[src/hdl/pwsm_pkg.sv]
// ----------------------------------------------------------------------------
// pwsm_pkg
// Shared types and constants for the polyline wide-stroke miter expander.
// ----------------------------------------------------------------------------
package pwsm_pkg;

  localparam int COORD_W = 32;   // Q16.16 coordinate
  localparam int CFG_W   = 31;   // config register width
  localparam int MUL_W   = 34;   // shared multiplier operand width
  localparam int RAD_W   = 66;   // root radicand width
  localparam int ROOT_W  = 33;   // root result width
  localparam int DIV_N_W = 80;   // divider dividend width
  localparam int DIV_D_W = 64;   // divider divisor width
  localparam int DIV_Q_W = 32;   // kept quotient bits

  localparam logic [1:0] OP_CLOSE = 2'd0;
  localparam logic [1:0] OP_MOVE  = 2'd1;
  localparam logic [1:0] OP_LINE  = 2'd2;

  localparam logic REG_STROKE_WIDTH = 1'b0;
  localparam logic REG_MITER_LIMIT  = 1'b1;

  localparam logic [CFG_W-1:0] STROKE_WIDTH_RST = 31'd65536;
  localparam logic [CFG_W-1:0] MITER_LIMIT_RST  = 31'd1310720;

  // handshake status of an iterative unit
  typedef struct packed {
    logic busy;
    logic done;
  } unit_stat_t;

endpackage

[src/hdl/pwsm_mul.sv]
// ----------------------------------------------------------------------------
// pwsm_mul
// Shared signed multiplier with a registered product.
// ----------------------------------------------------------------------------
module pwsm_mul (
  input  logic                                clk,
  input  logic signed [pwsm_pkg::MUL_W-1:0]   op_a,
  input  logic signed [pwsm_pkg::MUL_W-1:0]   op_b,
  output logic signed [2*pwsm_pkg::MUL_W-1:0] prod
);
  import pwsm_pkg::*;

  always_ff @(posedge clk) begin
    prod <= op_a * op_b;
  end

endmodule

[config.mk]
export PLATFORM = sky130hd
export DESIGN_NAME = pwsm_mul
export DESIGN_NICKNAME = d
export VERILOG_FILES = /design/src/hdl/pwsm_pkg.sv /design/src/hdl/pwsm_mul.sv
export SDC_FILE = /design/constraint.sdc
export NUM_CORES = 2
export LEC_CHECK = 0
export BUFFER_PORTS_ARGS = -buffer_cell sky130_fd_sc_hd__buf_2
export CAP_MARGIN = 30
export CORE_MARGIN = 2
export CORE_UTILIZATION = 50
export CTS_BUF_LIST = sky130_fd_sc_hd__clkbuf_16
export DETAILED_ROUTE_END_ITERATION = 7
export GPL_TIMING_DRIVEN = 0
export PLACE_DENSITY = 0.66
export SLEW_MARGIN = 20
export SYNTH_ARGS = -nofsm -noshare
export SYNTH_HDL_FRONTEND = slang
export SYNTH_SLANG_ARGS = --single-unit
[constraint.sdc]
create_clock -name clk -period 12.8 [get_ports clk]
set_input_delay 1.28 -clock clk [delete_from_list [all_inputs] [get_ports clk]]
set_output_delay 1.28 -clock clk [all_outputs]
set_load 0.05 [all_outputs]
==> out/metrics.csv <==
stage,metric,value,unit
sta,setup_viol,0,
clock_tree,clock-sinks,68,
run,maxCapViolations,0,
synthesis,ys_seq_area_frac,0.0316,
layout,multi_input_area,36100,sq um
worst_hold_path,hold_depth,2,
clock_tree,cts_tree,built,
sta,fmax,0.0953,GHz
critical_path,cp.arrival,10.80,ns
drt,dr.pass1.iters,5,
drt,drt_iter0_markers,2643,
synthesis,synth_fp_nets,6068,
sta,hold_viol_final,0,
synthesis,ys_types,69,
worst_hold_path,hp-class,in2reg,
layout,nets,6240,
synthesis,syn_inst,4554,
synthesis,ys_top_cells_by_area,"fa_1 58%, inv_1 11%, and2_1 9.0%",
sta,finalWorstPathRequiredPeriod,10.49,ns
global_route,antenna_found_initial,22,
critical_path,path_max_fanout,10,
clock_tree,clockRootBuffer,clkbuf_16,
critical_path,endpoint_kind,register,
synthesis,yosys.area.top_type,fa_1,
layout,syn_to_final_growth,6.58,%
sta,slew_violations,0,
critical_path,critPathRequiredTime,13.11,ns
synthesis,syn_avg_cell_area,9.45,sq um
synthesis,synth_async_sr_flop_share,0,
sta,worst_slew_pin_slew,1.19,ns
drt,final_antenna_net_count,0,
floorplanning,num_rows,107,
global_route,grtUsageTotal,0.376,
layout,top_register,prod,
global_route,grt_pass1_wl,236,mm
clock_tree,postCtsResizedCells,0,
clock_tree,hold_buffers,0,
floorplanning,die_area,88400,sq um
layout,largest_register_ffs,68,
floorplanning,fp.dieW,297,um
floorplanning,initial_core_util,0.505,
layout,fillCellCount,7954,
clock_tree,cts_setup_buffers,0,
drt,via_per_inst,5.48,
drt,vias,32200,
layout,seq_area,1360,sq um
run_status,status,"finished, final reports clean",
floorplanning,fp.dieH,297,um
placed_design,place_congestion,1.07,
global_route,grt_pass1_vias,34900,
drt,drc,0,
synthesis,synth_area,43000,sq um
sta,fin_crit_sh,0.820,
floorplanning,pin_count,137,
synthesis,synth_edf_count,0,
placed_design,portBuffers,130,
clock_tree,cts_buffer_depth,2,
drt,wirelength,160,mm
layout,drive_gt1_frac,0.0486,
clock_tree,clkTransAtPathRegs,0.08,ns
clock_tree,cts_htree_levels,3,
critical_path,critPathLaunchType,primary input,
global_route,grt.overflow.total,0,
clock_tree,numCtsBuffers,9,
global_route,grt_max_degree,18,
worst_hold_path,holdPathEnd,prod[0],
drt,routedWlPerCell,27.2,um
worst_hold_path,min_from,op_a[0],
synthesis,synth_top_area_frac,0.577,
synthesis,ys_seq_elements,68,
synthesis,ys.flop_type,dfxtp_1,
layout,reg.largest.list,prod x68,
critical_path,worstSetupPathType,in2reg,
synthesis,synth-warning-count,0,
layout,post-route-util,0.538,
floorplanning,core_area,85300,sq um
sta,fin_tns_setup,0,ns
sta,rsz0062_at_grt,no,
placed_design,hpwlAfterDp,137,mm
sta,slew_headroom,0.208,
[synth_stat cells, drive strengths merged, types with 3 or more instances]
library cell  instances
and2                623
a21o                 37
nand4                11
a221oi                4
xor2                 23
xnor2                56
a21oi                63
o21a                  4
a211oi                7
nor2b                 9
o21bai               12
fa                 1241
nor3                  5
o211ai                3
o41ai                 6
a211o                 3
buf                   9
nand2               542
a31oi                10
or2                   4
dfxtp                68
nor2                 56
ha                  204
o21ai                41
clkbuf              217
inv                1231
nand3                11
and3                  8
nand2b               20
[worst max-delay path: stages]
cell and delay [ns]:
clkbuf_1 0.50, clkbuf_1 0.84, nand2_1 0.19, fa_1 0.61, fa_1 0.80, inv_1 0.10
fa_1 0.49, inv_1 0.05, fa_1 0.50, fa_1 0.52, inv_1 0.05, fa_1 0.56
fa_1 0.45, fa_1 0.58, ha_1 0.33, clkbuf_1 0.33, nand4_1 0.18, nor4_1 0.58
a211oi_2 0.17, buf_6 0.19, o21ai_4 0.40, a31oi_2 0.27, o21ai_0 0.49, a21oi_1 0.16
xnor2_1 0.14
[cells in the final DEF (no fill, tap or decap), drive strengths merged, types with 2 or more instances in the layout]
| master | netlist | layout |
|---|---|---|
| a2111o | 2 | 2 |
| a211o | 3 | 3 |
| a211oi | 7 | 7 |
| a21bo | 2 | 2 |
| a21o | 37 | 37 |
| a21oi | 63 | 63 |
| a221oi | 4 | 4 |
| a311oi | 2 | 2 |
| a31oi | 10 | 10 |
| and2 | 623 | 623 |
| and3 | 8 | 8 |
| and4 | 2 | 2 |
| buf | 9 | 169 |
| clkbuf | 217 | 227 |
| clkinv | 1 | 2 |
| clkinvlp | 0 | 2 |
| dfxtp | 68 | 68 |
| diode | 0 | 12 |
| fa | 1241 | 1241 |
| ha | 204 | 204 |
| inv | 1231 | 1234 |
| nand2 | 542 | 542 |
| nand2b | 20 | 20 |
| nand3 | 11 | 11 |
| nand4 | 11 | 11 |
| nor2 | 56 | 56 |
| nor2b | 9 | 9 |
| nor3 | 5 | 5 |
| o211ai | 3 | 3 |
| o21a | 4 | 4 |
| o21ai | 41 | 41 |
| o21bai | 12 | 12 |
| o221ai | 2 | 2 |
| o31ai | 2 | 2 |
| o41ai | 6 | 6 |
| or2 | 4 | 4 |
| or3 | 2 | 2 |
| xnor2 | 56 | 56 |
| xor2 | 23 | 23 |
[worst max path at each step]
stage | cells after the start | to | from | slack [ns]
after global routing | 25 | prod[67] | op_b[4] | 2.00
after global placement | 24 | prod[67] | op_a[33] | 1.71
after detailed placement | 24 | prod[67] | op_b[4] | 1.87
after CTS | 24 | prod[67] | op_b[4] | 2.33
final | 25 | prod[67] | op_b[4] | 2.31
after floorplan | 24 | prod[65] | op_a[33] | 4.03
[per-stage QoR]
step	hold WS (ns)	instance area [sq um]	cells	setup WS, ns
floorplan	1.41	43000	4554	4.03
global placement	1.69	45100	5828	1.71
detailed placement	1.69	45400	5850	1.87
CTS	1.25	45700	5866	2.33
global route	1.28	45800	5876	2.00
finish	1.28	45900	5887	2.31
[layout make-up]
| class | count | share of cell area |
|---|---|---|
| Multi-Input combinational cell | 3026 | 0.788 |
| Inverter | 1232 | 0.101 |
| Tap cell | 1144 | 0.0312 |
| Sequential cell | 68 | 0.0297 |
| Timing Repair Buffer | 161 | 0.0229 |
| Buffer | 228 | 0.0198 |
| Clock buffer | 9 | 0.00491 |
| Clock inverter | 7 | 0.00180 |
| Antenna cell | 12 | 0.000655 |
[layer usage]
layer / part of all wire / global-route usage / vias to the layer above
met3: 0.10 / 0.0975 / 468
met5: 0.00061 / 0 / -
met4: 0.069 / 0.218 / 14
li1: - / - / 13100
met2: 0.45 / 0.576 / 1803
met1: 0.38 / 0.486 / 16800
[cell families (layout without fill, tap and decap cells)]
| kind of cell | count (synthesis) | count (layout) | share of synthesized area |
|---|---|---|---|
| fa+ha+maj | 1445 | 1445 | 0.637 |
| xor+xnor | 79 | 79 | 0.0161 |
| compound gates | 206 | 206 | 0.0335 |
| flops | 68 | 68 | 0.0316 |
| other cells | 0 | 12 | 0 |
| buf+inv | 1460 | 1637 | 0.128 |
| simple gates | 1296 | 1296 | 0.154 |
Power is left out: the tool's default activity adds up to more than one toggle a clock period on the data nets, which glitch-free logic cannot reach.
