$ cat config.mk
export PLATFORM = sky130hd
export DESIGN_NAME = pwsm_div
export DESIGN_NICKNAME = d
export VERILOG_FILES = /design/src/hdl/pwsm_pkg.sv /design/src/hdl/pwsm_div.sv
export SDC_FILE = /design/constraint.sdc
export NUM_CORES = 1
export LEC_CHECK = 0
export ABC_AREA = 1
export BUFFER_PORTS_ARGS = -buffer_cell sky130_fd_sc_hd__buf_2
export CORE_UTILIZATION = 60
export CTS_CLUSTER_SIZE = 28
export DETAILED_ROUTE_END_ITERATION = 16
export GPL_ROUTABILITY_DRIVEN = 0
export PLACE_DENSITY = 0.82
export SETUP_SLACK_MARGIN = 0.02
export SLEW_MARGIN = 0
export SYNTH_ARGS = -nofsm -noshare
export SYNTH_HDL_FRONTEND = slang
export SYNTH_SLANG_ARGS = --single-unit
$ cat constraint.sdc
create_clock -name clk -period 5.4 [get_ports clk]
set_input_delay 1.08 -clock clk [delete_from_list [all_inputs] [get_ports clk]]
set_output_delay 1.08 -clock clk [all_outputs]
set_load 0.05 [all_outputs]
$ cat src/hdl/pwsm_pkg.sv
// ----------------------------------------------------------------------------
// pwsm_pkg
// Shared types and constants for the polyline wide-stroke miter expander.
// ----------------------------------------------------------------------------
package pwsm_pkg;

  localparam int COORD_W = 32;   // Q16.16 coordinate
  localparam int CFG_W   = 31;   // config register width
  localparam int MUL_W   = 34;   // shared multiplier operand width
  localparam int RAD_W   = 66;   // root radicand width
  localparam int ROOT_W  = 33;   // root result width
  localparam int DIV_N_W = 80;   // divider dividend width
  localparam int DIV_D_W = 64;   // divider divisor width
  localparam int DIV_Q_W = 32;   // kept quotient bits

  localparam logic [1:0] OP_CLOSE = 2'd0;
  localparam logic [1:0] OP_MOVE  = 2'd1;
  localparam logic [1:0] OP_LINE  = 2'd2;

  localparam logic REG_STROKE_WIDTH = 1'b0;
  localparam logic REG_MITER_LIMIT  = 1'b1;

  localparam logic [CFG_W-1:0] STROKE_WIDTH_RST = 31'd65536;
  localparam logic [CFG_W-1:0] MITER_LIMIT_RST  = 31'd1310720;

  // handshake status of an iterative unit
  typedef struct packed {
    logic busy;
    logic done;
  } unit_stat_t;

endpackage

$ cat src/hdl/pwsm_div.sv
// ----------------------------------------------------------------------------
// pwsm_div
// Restoring serial divider, one quotient bit per cycle; keeps the low
// quotient bits and flags any quotient at or above 2^(DIV_Q_W-1).
// ----------------------------------------------------------------------------
module pwsm_div (
  input  logic                          clk,
  input  logic                          rst,
  input  logic                          start,
  input  logic [pwsm_pkg::DIV_N_W-1:0]  dividend,
  input  logic [pwsm_pkg::DIV_D_W-1:0]  divisor,
  output logic [pwsm_pkg::DIV_Q_W-1:0]  quot,
  output logic                          big,
  output pwsm_pkg::unit_stat_t          stat
);
  import pwsm_pkg::*;

  localparam int CNT_W = $clog2(DIV_N_W + 1);

  logic [DIV_N_W-1:0] dvd;
  logic [DIV_D_W-1:0] dsr;
  logic [DIV_D_W:0]   rem;
  logic [DIV_D_W:0]   rem2;
  logic [CNT_W-1:0]   cnt;
  logic               ovf;
  logic               fits;

  assign rem2 = {rem[DIV_D_W-1:0], dvd[DIV_N_W-1]};
  assign fits = rem2 >= {1'b0, dsr};
  assign big  = ovf | quot[DIV_Q_W-1];

  always_ff @(posedge clk) begin
    if (rst) begin
      stat <= '0;
      cnt  <= '0;
      dvd  <= '0;
      dsr  <= '0;
      rem  <= '0;
      quot <= '0;
      ovf  <= 1'b0;
    end else if (start) begin
      dvd       <= dividend;
      dsr       <= divisor;
      rem       <= '0;
      quot      <= '0;
      ovf       <= 1'b0;
      cnt       <= CNT_W'(DIV_N_W);
      stat.busy <= 1'b1;
      stat.done <= 1'b0;
    end else if (stat.busy) begin
      dvd  <= dvd << 1;
      rem  <= fits ? rem2 - {1'b0, dsr} : rem2;
      quot <= {quot[DIV_Q_W-2:0], fits};
      ovf  <= ovf | quot[DIV_Q_W-1];
      cnt  <= cnt - 1'b1;
      if (cnt == CNT_W'(1)) begin
        stat.busy <= 1'b0;
        stat.done <= 1'b1;
      end
    end else begin
      stat.done <= 1'b0;
    end
  end

endmodule

==> metrics <==
status=completed; Hold Path Depth=2; pin count of the biggest net entering global routing=149; combinational share of power=0.180; Clock Power Share=0.400; Synth area leader=dfxtp_1; crit path max-delay cell type=nand2_1; die height=165 um; syn nets=2804; crit-path leading delay family=simple AND/OR/NAND/NOR gates; Layout area overhead=11.4%; Tmin final=3.65 ns; Final Net Count=2912; CP arrival=4.10 ns; Net Sw Frac=0.292; Flop pwr share=0.419; cells after synthesis=2590; WP data required=5.86 ns; initial antenna violation count=4; most common cell after layout, fill and taps aside=nand2_1; Post-DP HPWL=32300 um; max-slew violations=0; Pwr Density=268 nW/um2; Worst-path clk slew=0.06 ns; Max-slew headroom=0.288; FMAX=274 MHz; Layout Skew=0.0139 ns; first-pass GRT wire length=72500 um; synth top area cells=dfxtp_1 31%, nand2_1 18%, inv_1 9.8%, a21oi_1 6.5%, nor2_1 6.0%; Routed Antenna Nets=0; critical path endpoint category=flip-flop; via count=16800; Initial Utilization=0.612; CTS resizes=0; CTS root buf=clkbuf_16; sw power=1.39 mW; dpl ws=1.80 ns; mapped cell area=16000 um2; ys flop type=dfxtp_1; FP Rows=59; DRC viols=0; Die X=165 um; Detailed Route WL=44800 um; CTS tree=yes; core footprint=26100 um2; Ports=182; EDFF count, synth=0; VDD IR-drop max=0.282 mV; Routed WL per cell=14.7 um; CP Depth=19; Most common cell on crit path=nand2_2; setup repair bufs after CTS=0; initial drt markers=1362; number of synthesis warnings=0; RSZ-0062 raised after global routing=false; post-route setup slack=1.75 ns; r2r worst-path depth=19; WS Path Type=reg2reg; CTS sink cnt=250; Hold WC Path Type=reg2reg; post-synth cell types=42; drt pass-1 iters=8; period utilization=0.675; Max-cap violations=0; Num CTS Buffers=26; Final Hold Viols=0; DIE AREA=27200 um2; H-tree Lvls=1; crit-path max FO=30; Filler cells=2401; share of the synthesized area in the top cell type=0.314; worst slew pin tran=1.07 ns; worst-skew pair later-pin latency=0.54 ns; fraction of layout cells with a size suffix above 1=0.100; final setup TNS=0 ns; Seq/Total Area, Yosys=0.314; cts hold-fix bufs=0; Buffers & Inverters on Critical Path=4; type of origin of the critical path=flip-flop; leakage=9.07 nW; Synth Register Bits=250; asr flop ratio synth=0; Syn Area/Cell=6.16 um2; most frequent cells in the layout=752 x nand2_1, 417 x inv_1, 257 x nor2_1; Worst path max stage delay=0.54 ns; Post-DP Area=16900 um2; PortBufs=181; worst-case clock buffer depth=3; total track usage=0.326; worst path cell trace=inv_1, ha_1, nand2_2, inv_2, nand2_1, nand2_1, inv_2, nand3_4, nand2_1, nand2_2, nand2_2, nand2_2, nand2_2, nand2_4, inv_2, nand2_1, nor2_1, nor2_1, nor2_1; Design Area, Final=17800 um2; # setup viols final=0; total gr overflow=0; P_int=3.37 mW; Vias/cell=5.50; vias in the first global route=15500
==> worst reg2reg max path: stages, from the launching register on <==
cell	delay, ns
dfxtp_1	0.30
inv_1	0.05
ha_1	0.36
nand2_2	0.15
inv_2	0.04
nand2_1	0.06
nand2_1	0.12
inv_2	0.10
nand3_4	0.10
nand2_1	0.09
nand2_2	0.08
nand2_2	0.08
nand2_2	0.06
nand2_2	0.53
nand2_4	0.08
inv_2	0.46
nand2_1	0.55
nor2_1	0.22
nor2_1	0.07
nor2_1	0.08
==> metrics by stage <==
step	hold WS, ns	power [mW]	cells	utilization
after detailed placement	0.443	2.87	3005	0.647
final	0.463	4.76	3053	0.682
after CTS	0.470	4.77	3052	0.682
after global routing	0.482	4.97	3052	0.682
after global placement	0.440	2.84	3005	0.647
after floorplan	0.426	2.64	2590	-
==> final cells by class <==
type	count	area, um2	share of cell area
flip-flops and latches	250	5010	0.282
repair buffers	191	981	0.0552
clock buffers	37	753	0.0424
well taps	335	419	0.0236
diodes	1	2.50	0.000141
multi-input cells	1796	8820	0.496
inverters	433	1630	0.0920
clock inverters	10	153	0.00859
==> sequential cells by signal, indices dropped and copies added, names as in the netlist <==
| name | flops |
|---|---|
| rem | 64 |
| cnt | 7 |
| dsr | 64 |
| quot | 32 |
| ovf | 1 |
| dvd | 80 |
| stat | 2 |
==> per-layer routing <==
| layer | GRT usage | share of wire |
|---|---|---|
| met1 | 0.411 | 0.42 |
| met2 | 0.535 | 0.44 |
| met3 | 0.0711 | 0.098 |
| met4 | 0.134 | 0.039 |
| met5 | 0 | 0.00056 |
==> Yosys cell counts, types with 3 or more instances <==
cell type and instances:
o21bai_1 6, a21boi_0 3, dfxtp_1 250, nor2_2 9, o21ai_0 112, xnor2_1 9
nor3_1 88, buf_1 9, clkinv_1 4, inv_1 418, ha_1 66, nand2_1 752
inv_2 11, buf_6 10, nand4_1 12, o221ai_1 76, nand3_1 125, xor2_1 13
nor2_1 257, and2_1 3, a21boi_1 6, nand3b_1 25, nand2_2 6, clkbuf_1 85
buf_2 6, nor2_4 3, a21oi_1 206
==> power by group through the flow <==
stage	clock network, mW	registers (mW)	logic, mW
detailed placement	0	2.03	0.832
global route	2.01	2.01	0.959
floorplan	0	2.02	0.617
CTS	1.93	1.99	0.839
global placement	0	2.03	0.815
finish	1.90	1.99	0.858
==> path summary, 6_finish.rpt <==
kind | slack (ns) | start | endpoint
hold / removal | 0.46 | dsr[17] | dsr[17]
setup reg to reg | 1.75 | dsr[7] | rem[27]
hold reg to reg | 0.46 | dsr[17] | dsr[17]
setup / recovery | 1.75 | dsr[7] | rem[27]
==> cells by family (layout without fill, tap and decap cells) <==
family	Yosys count	after routing	share of synthesized area
XOR/XNOR	22	22	0.0121
AO/OA/AOI/OAI	418	418	0.152
adder cells (fa/ha/maj)	67	67	0.0530
buffers and inverters	544	671	0.133
AND/OR/NAND/NOR	1289	1289	0.335
other	0	1	0
flip-flops	250	250	0.314
Note: power is estimated with default switching activity, not from simulation.
