### src/hdl/pwsm_pkg.sv
// ----------------------------------------------------------------------------
// pwsm_pkg
// Shared types and constants for the polyline wide-stroke miter expander.
// ----------------------------------------------------------------------------
package pwsm_pkg;

  localparam int COORD_W = 32;   // Q16.16 coordinate
  localparam int CFG_W   = 31;   // config register width
  localparam int MUL_W   = 34;   // shared multiplier operand width
  localparam int RAD_W   = 66;   // root radicand width
  localparam int ROOT_W  = 33;   // root result width
  localparam int DIV_N_W = 80;   // divider dividend width
  localparam int DIV_D_W = 64;   // divider divisor width
  localparam int DIV_Q_W = 32;   // kept quotient bits

  localparam logic [1:0] OP_CLOSE = 2'd0;
  localparam logic [1:0] OP_MOVE  = 2'd1;
  localparam logic [1:0] OP_LINE  = 2'd2;

  localparam logic REG_STROKE_WIDTH = 1'b0;
  localparam logic REG_MITER_LIMIT  = 1'b1;

  localparam logic [CFG_W-1:0] STROKE_WIDTH_RST = 31'd65536;
  localparam logic [CFG_W-1:0] MITER_LIMIT_RST  = 31'd1310720;

  // handshake status of an iterative unit
  typedef struct packed {
    logic busy;
    logic done;
  } unit_stat_t;

endpackage

### src/hdl/pwsm_sqrt.sv
// ----------------------------------------------------------------------------
// pwsm_sqrt
// Bit-pair serial floor square root, one result bit per cycle.
// ----------------------------------------------------------------------------
module pwsm_sqrt (
  input  logic                          clk,
  input  logic                          rst,
  input  logic                          start,
  input  logic [pwsm_pkg::RAD_W-1:0]    radicand,
  output logic [pwsm_pkg::ROOT_W-1:0]   root,
  output pwsm_pkg::unit_stat_t          stat
);
  import pwsm_pkg::*;

  localparam int REM_W = ROOT_W + 3;
  localparam int CNT_W = $clog2(ROOT_W + 1);

  logic [RAD_W-1:0] rad;
  logic [REM_W-1:0] rem;
  logic [CNT_W-1:0] cnt;
  logic [REM_W-1:0] rem2;
  logic [REM_W-1:0] trial;
  logic             fits;

  assign rem2  = {rem[REM_W-3:0], rad[RAD_W-1 -: 2]};
  assign trial = {1'b0, root, 2'b01};
  assign fits  = rem2 >= trial;

  always_ff @(posedge clk) begin
    if (rst) begin
      stat <= '0;
      cnt  <= '0;
      rad  <= '0;
      rem  <= '0;
      root <= '0;
    end else if (start) begin
      rad       <= radicand;
      rem       <= '0;
      root      <= '0;
      cnt       <= CNT_W'(ROOT_W);
      stat.busy <= 1'b1;
      stat.done <= 1'b0;
    end else if (stat.busy) begin
      rad  <= rad << 2;
      rem  <= fits ? rem2 - trial : rem2;
      root <= {root[ROOT_W-2:0], fits};
      cnt  <= cnt - 1'b1;
      if (cnt == CNT_W'(1)) begin
        stat.busy <= 1'b0;
        stat.done <= 1'b1;
      end
    end else begin
      stat.done <= 1'b0;
    end
  end

endmodule

### config.mk
export PLATFORM = sky130hd
export DESIGN_NAME = pwsm_sqrt
export DESIGN_NICKNAME = d
export VERILOG_FILES = /design/src/hdl/pwsm_pkg.sv /design/src/hdl/pwsm_sqrt.sv
export SDC_FILE = /design/constraint.sdc
export NUM_CORES = 1
export LEC_CHECK = 0
export ABC_AREA = 0
export ABC_CLOCK_PERIOD_IN_PS = 5420
export BUFFER_PORTS_ARGS = -buffer_cell sky130_fd_sc_hd__buf_2
export CAP_MARGIN = 40
export CORE_UTILIZATION = 60
export DETAILED_ROUTE_END_ITERATION = 10
export GPL_ROUTABILITY_DRIVEN = 0
export MAX_ROUTING_LAYER = met4
export PLACE_DENSITY = 0.91
export SKIP_LAST_GASP = 1
export SYNTH_ARGS = -nofsm -noshare
export SYNTH_HDL_FRONTEND = slang
export SYNTH_SLANG_ARGS = --single-unit
### constraint.sdc
create_clock -name clk -period 5.42 [get_ports clk]
set_clock_uncertainty 0.2 [all_clocks]
set_input_delay 1.355 -clock clk [delete_from_list [all_inputs] [get_ports clk]]
set_output_delay 1.355 -clock clk [all_outputs]
set_load 0.01 [all_outputs]
==> impl_metrics.py, run 1 <==
metrics = {
    "cts": {
        "cts_setup_buffers": 0,
        "htreeDepth": 4,
        "clockBufferDepth": 2,
        "clock_latency_ps": 430,
        "clk_pin_slew_ps": 60,
        "cts_tree": "yes",
        "cts.sinks": 141,
        "hold_buffers": 0,
        "numCtsBuffers": 17,
        "cts_root_buf": "clkbuf_16",
        "cts-resized-gates": 0,
    },
    "yosys": {
        "yosys.cell_count.top_type": "nor2_1",
        "synth_fa_ha_area_frac": 0.0582,
        "mappedNetlistNets": 1085,
        "yosysUniqueCellTypes": 57,
        "synth.avg_cell_area_sq_um": 8.12,
        "synth_edf_count": 0,
        "yosysWarnings": 0,
        "synth_top_area_frac": 0.355,
        "synthesis.instances": 979,
        "syn_area_sq_um": 7950,
        "synth_area_leaders": "dfxtp_1 36%, mux2i_1 15%, nor2_1 9.8%",
        "synth_compound_area_frac": 0.182,
        "yosys.area.top_type": "dfxtp_1",
        "synth_xor_area_frac": 0.0331,
        "synth_top_family_by_area": "compound AO/OA/AOI/OAI gates",
        "muxShareOfSynthArea": 0.157,
        "synthSimpleGateAreaFrac": 0.156,
        "synth_seq_cells": 141,
        "synthTopCellsByCount": "207 x nor2_1, 141 x dfxtp_1, 122 x a21oi_1",
        "ys.flop_type": "dfxtp_1",
        "synthArstFlopShare": 0,
        "yosysSeqAreaShare": 0.355,
    },
    "worst_setup_path": {
        "path_class": "flip-flop to flip-flop",
        "cp-start-kind": "flip-flop",
        "worstPathArrival_ps": 3750,
        "end_kind": "flip-flop",
        "crit_required_ps": 5480,
        "reg2reg_from": "root[11]",
        "timing.rr.end": "rem[29]",
        "slowest_stage": "o21ai_4",
        "crit_chain": "inv_1 > ha_1 > nand4_2 > nor4_1 > nand4_1 > nand3_1 > nor3b_2 > o21ai_4 > buf_4 > mux2_1 > mux2i_1 > a311oi_1",
        "crit_buf_inv": 2,
        "r2r_cells": 12,
        "critical_path.top_delay_family": "simple AND/OR/NAND/NOR gates",
        "path_max_fanout": 27,
        "slowest_delay_ps": 620,
        "rrSetupSlack_ps": 1730,
    },
    "finish": {
        "fill_cells": 965,
        "area_delta_synth_final_pct": 13.7,
        "num_antenna_cells": 0,
        "drive_above_1_share": 0.154,
        "multi_input_area_sq_um": 4660,
        "final_nets": 1145,
        "seqCellArea_sq_um": 2830,
    },
    "die": {
        "die_height_um": 117,
        "die-area_sq_um": 13700,
        "ios": 104,
        "core_area_sq_um": 12800,
        "num_rows": 41,
        "die_w_um": 117,
        "start_util": 0.622,
    },
    "power_and_ir_drop": {
        "ir_worst_vdd_mv": 0.263,
        "p_leak_nw": 3.94,
        "power_mw": 3.18,
        "pwr_density_cell_nw_per_um2": 352,
    },
    "sta": {
        "worst_pin_slew_ps": 921,
        "rsz0062_at_grt": "false",
        "max-slew-margin-rel": 0.386,
        "slew_violations": 0,
        "period_minus_slack_ps": 3690,
        "maxClockFrequency_mhz": 271,
        "hold_violations": 0,
        "period_share": 0.681,
        "fin_tns_setup_ps": 0,
        "setup_viol": 0,
    },
    "global_route": {
        "antenna_found_initial": 0,
        "track_usage": 0.286,
        "overflow": 0,
        "grt_pass1_vias": 6647,
        "grt_max_degree": 75,
        "grt_pass1_wl_um": 29900,
    },
    "route": {
        "drt_iter0_drc": 318,
        "drcViolationCount": 0,
        "routed_wl_um": 18000,
        "firstDrtPassIters": 5,
        "via_per_inst": 5.70,
        "ant_nets": 0,
        "wl_per_cell_um": 14.7,
        "vias": 6975,
    },
    "min_path": {
        "hold_start": "stat[0]",
        "hold_class": "flip-flop to flip-flop",
        "hold-path-endpoint": "stat[0]",
        "hold_depth": 2,
    },
    "run": {
        "maxCapViolCount": 0,
    },
    "place": {
        "dp_hpwl_um": 11900,
        "io_buffer_count": 103,
    },
    "run_status": {
        "status": "complete, no violations",
    },
}
-- cells by family (layout without fill, tap and decap cells) --
logic type,count (synthesis),count (layout)
buffers and inverters,116,189
flip-flops,141,141
AND/OR/NAND/NOR,289,289
adder cells (fa/ha/maj),37,37
AO/OA/AOI/OAI,242,242
XOR/XNOR,30,30
multiplexers,124,124
-- registers in the layout (all words and copies together) (netlist names) --
register / cells
cnt: 6
stat: 2
root: 33
rem: 34
rad: 66
-- worst max-delay path by stage --
| stage | to | cells after the start | from | slack, ps |
|---|---|---|---|---|
| floorplan | rem[29] | 12 | root[21] | 2640 |
| global placement | rem[29] | 12 | root[11] | 1860 |
| detailed placement | rem[29] | 12 | root[12] | 1740 |
| CTS | rem[29] | 12 | root[11] | 1760 |
| global route | rem[31] | 12 | root[11] | 1550 |
| finish | rem[29] | 12 | root[11] | 1730 |
-- cell usage in the layout (no fill, tap or decap), types with 17 or more instances in the layout --
| cell type | instances |
|---|---|
| nor2_1 | 207 |
| xnor2_1 | 20 |
| a21oi_1 | 122 |
| buf_2 | 102 |
| ha_1 | 37 |
| nand2_1 | 21 |
| mux2i_1 | 120 |
| clkbuf_16 | 17 |
| dfxtp_1 | 140 |
| o21ai_0 | 46 |
| inv_1 | 47 |
-- per-layer routing --
metal	track usage	up-vias	wire length (um)
met5	-	-	0
met3	0.0798	30	1120
met2	0.495	203	8950
met4	0.100	0	287
met1	0.315	3242	7640
li1	-	3500	-
-- worst reg2reg max path: stages, from the launching register on --
cell,delay (ps)
dfxtp_1,380
inv_1,60
ha_1,440
nand4_2,200
nor4_1,310
nand4_1,120
nand3_1,110
nor3b_2,60
o21ai_4,620
buf_4,460
mux2_1,360
mux2i_1,130
a311oi_1,60
-- power breakdown --
group / total (mW) / switching [mW] / internal, mW
Clock: 1.11 / 0.481 / 0.632
Combinational: 0.931 / 0.510 / 0.421
Sequential: 1.14 / 0.0495 / 1.09
Total: 3.18 / 1.04 / 2.14
-- cell type report --
| type | instances | area share |
|---|---|---|
| clock buffers | 20 | 0.0516 |
| multi-input cells | 722 | 0.516 |
| flip-flops and latches | 141 | 0.313 |
| inverters | 47 | 0.0195 |
| well taps | 172 | 0.0238 |
| clock inverters | 12 | 0.0112 |
| repair buffers | 110 | 0.0654 |
-- stage by stage --
stage	instance area, sq um	util	hold slack [ps]	cells	setup WS (ps)
floorplan	7950	-	258	979	2640
global placement	8440	0.661	248	1191	1860
detailed placement	8470	0.663	256	1192	1740
CTS	9040	0.707	271	1224	1760
global route	9040	0.707	317	1224	1550
finish	9040	0.707	271	1224	1730
Note: power is estimated with default switching activity, not from simulation.
==> run 2, diff against run 1 <==
Settings changed: ABC_CLOCK_PERIOD_IN_PS 5420 to 3200, CORE_UTILIZATION 60 to 53, PLACE_DENSITY 0.91 to 0.86.
Clock period 5.42 ns to 3.2 ns, I/O delays scaled along.
==> run 2 against run 1 <==
  * Via count decreased by 0.43%
  * Final cell count is 1.9% higher
  * Largest cell class unchanged
  * Core utilization fell by 7.7 points
  * Global-route usage shrank 4.6 points
  * Non-clock buffer count rose by 10
  * Combinational power is 78% higher
==> impl_metrics.py, run 2 (synthesized netlist as in run 1, its figures left out) <==
metrics = {
    "worst_setup_path": {
        "reg2reg_from": "root[21]",
        "startpoint": "root[21]",
        "rrSetupSlack_ps": 170,
        "worstPathArrival_ps": 3190,
        "endpoint": "rem[16]",
        "path_class": "flip-flop to flip-flop",
        "cp-start-kind": "flip-flop",
        "crit_required_ps": 3350,
        "timing.rr.end": "rem[16]",
        "end_kind": "flip-flop",
        "path_max_fanout": 31,
        "r2r_cells": 10,
    },
    "global_route": {
        "overflow": 0,
        "grt_pass1_vias": 6676,
        "grt_pass1_wl_um": 30100,
        "antenna_found_initial": 1,
        "grt_max_degree": 133,
        "track_usage": 0.240,
    },
    "sta": {
        "setup_slack_ps": 167,
        "period_share": 0.948,
        "worst_pin_slew_ps": 652,
        "maxClockFrequency_mhz": 330,
        "rsz0062_at_grt": "true",
        "slew_violations": 0,
        "setup_viol": 0,
        "max-slew-margin-rel": 0.566,
        "hold_violations": 0,
        "hold_ws_ps": 277,
        "period_minus_slack_ps": 3030,
    },
    "finish": {
        "largest_registers": "rad x66, rem x34, root x33",
        "final_nets": 1155,
        "largest-register": "rad",
        "largest_reg_flops": 66,
        "final_cell_mix": "205 x nor2_1, 140 x dfxtp_1, 121 x a21oi_1",
        "mostFrequentLayoutCell": "nor2_1",
        "fill_cells": 1200,
        "final_area_sq_um": 9200,
        "drive_above_1_share": 0.166,
        "area_delta_synth_final_pct": 15.7,
        "fin_cells": 1247,
    },
    "die": {
        "core_area_sq_um": 14600,
        "start_util": 0.545,
        "num_rows": 44,
        "die-area_sq_um": 15500,
        "die_height_um": 124,
        "die_w_um": 124,
        "ios": 104,
    },
    "cts": {
        "clk_pin_slew_ps": 60,
        "cts_tree": "yes",
        "clockBufferDepth": 2,
        "clock_latency_ps": 430,
        "cts_root_buf": "clkbuf_16",
        "numCtsBuffers": 17,
        "htreeDepth": 4,
        "cts_setup_buffers": 0,
        "cts.sinks": 141,
    },
    "power_and_ir_drop": {
        "ir_worst_vdd_mv": 0.483,
        "pwr_density_cell_nw_per_um2": 600,
        "p_leak_nw": 4.02,
        "power_mw": 5.51,
    },
    "route": {
        "drt_iter0_drc": 367,
        "vias": 6945,
        "routed_wl_um": 17600,
        "drcViolationCount": 0,
        "via_per_inst": 5.57,
        "firstDrtPassIters": 7,
        "ant_nets": 0,
        "wl_per_cell_um": 14.1,
    },
    "place": {
        "io_buffer_count": 103,
        "dp_hpwl_um": 11900,
        "placedCellCount": 1214,
        "placed_area_sq_um": 8600,
        "dp_slack_ps": 185,
    },
    "run_status": {
        "status": "complete, no violations",
    },
    "run": {
        "maxCapViolCount": 0,
    },
    "min_path": {
        "hold_class": "flip-flop to flip-flop",
        "hold_start": "stat[0]",
    },
}
==> run 2: cell count changes in the layout (fill, tap and decap cells not counted), sizes merged <==
cell	delta
clkbuf	-2
inv	+3
diode	+1
buf	+10
clkinvlp	-2
bufinv	+1
==> run 2: power by group <==
group	internal, mW	total (mW)	switching (mW)	leakage, nW
registers	1.84	1.91	0.0670	1.15
logic	0.755	1.66	0.901	2.58
clock network	1.12	1.95	0.830	0.284
total	3.72	5.51	1.80	4.02
==> run 2: routing by layer <==
| layer | wire length (um) | GRT usage | part of all wire |
|---|---|---|---|
| met5 | 0 | - | 0 |
| met4 | 343 | 0.0773 | 0.019 |
| met3 | 1180 | 0.0747 | 0.067 |
| met2 | 8490 | 0.391 | 0.48 |
| met1 | 7620 | 0.281 | 0.43 |
==> run 2: final cells by class <==
cell class | instances | area [sq um] | area share
diodes | 1 | 2.50 | 0.000272
clock buffers | 18 | 439 | 0.0478
clock inverters | 14 | 145 | 0.0158
inverters | 47 | 176 | 0.0192
multi-input cells | 722 | 4670 | 0.508
flip-flops and latches | 141 | 2830 | 0.307
well taps | 184 | 230 | 0.0250
repair buffers | 120 | 703 | 0.0765
==> run 2: worst min-delay path by stage <==
stage                         end  slack [ps]  depth (start not counted)
final                     stat[0]         280                          2
after global routing       cnt[1]         330                          2
after CTS                 stat[0]         290                          2
after detailed placement  stat[0]         270                          2
after global placement    stat[0]         250                          2
after floorplan           rem[32]         260                          2
==> run 2: timing repair <==
| item | in CTS | in global routing |
|---|---|---|
| endpoints found under the setup margin | 0 | 5 |
| gates resized for setup | 0 | 4 |
| hold buffers | 0 | 0 |
==> run 2: worst max-delay path: stages, from the launching register on <==
cell and delay [ps]:
dfxtp_1 380, inv_1 60, ha_1 440, nand4_1 230, nor4_1 290, o21ai_0 110
nor3b_2 180, o21ai_4 300, buf_12 270, mux2_2 360, a21oi_1 140
==> run 2: through the flow <==
| stage | util | TNS (ps) |
|---|---|---|
| 2_1_floorplan | - | 0 |
| 3_3_place_gp | 0.587 | 0 |
| 3_5_place_dp | 0.589 | 0 |
| 4_1_cts | 0.629 | 0 |
| 5_1_grt | 0.630 | -33.7 |
| 6_report | 0.630 | 0 |
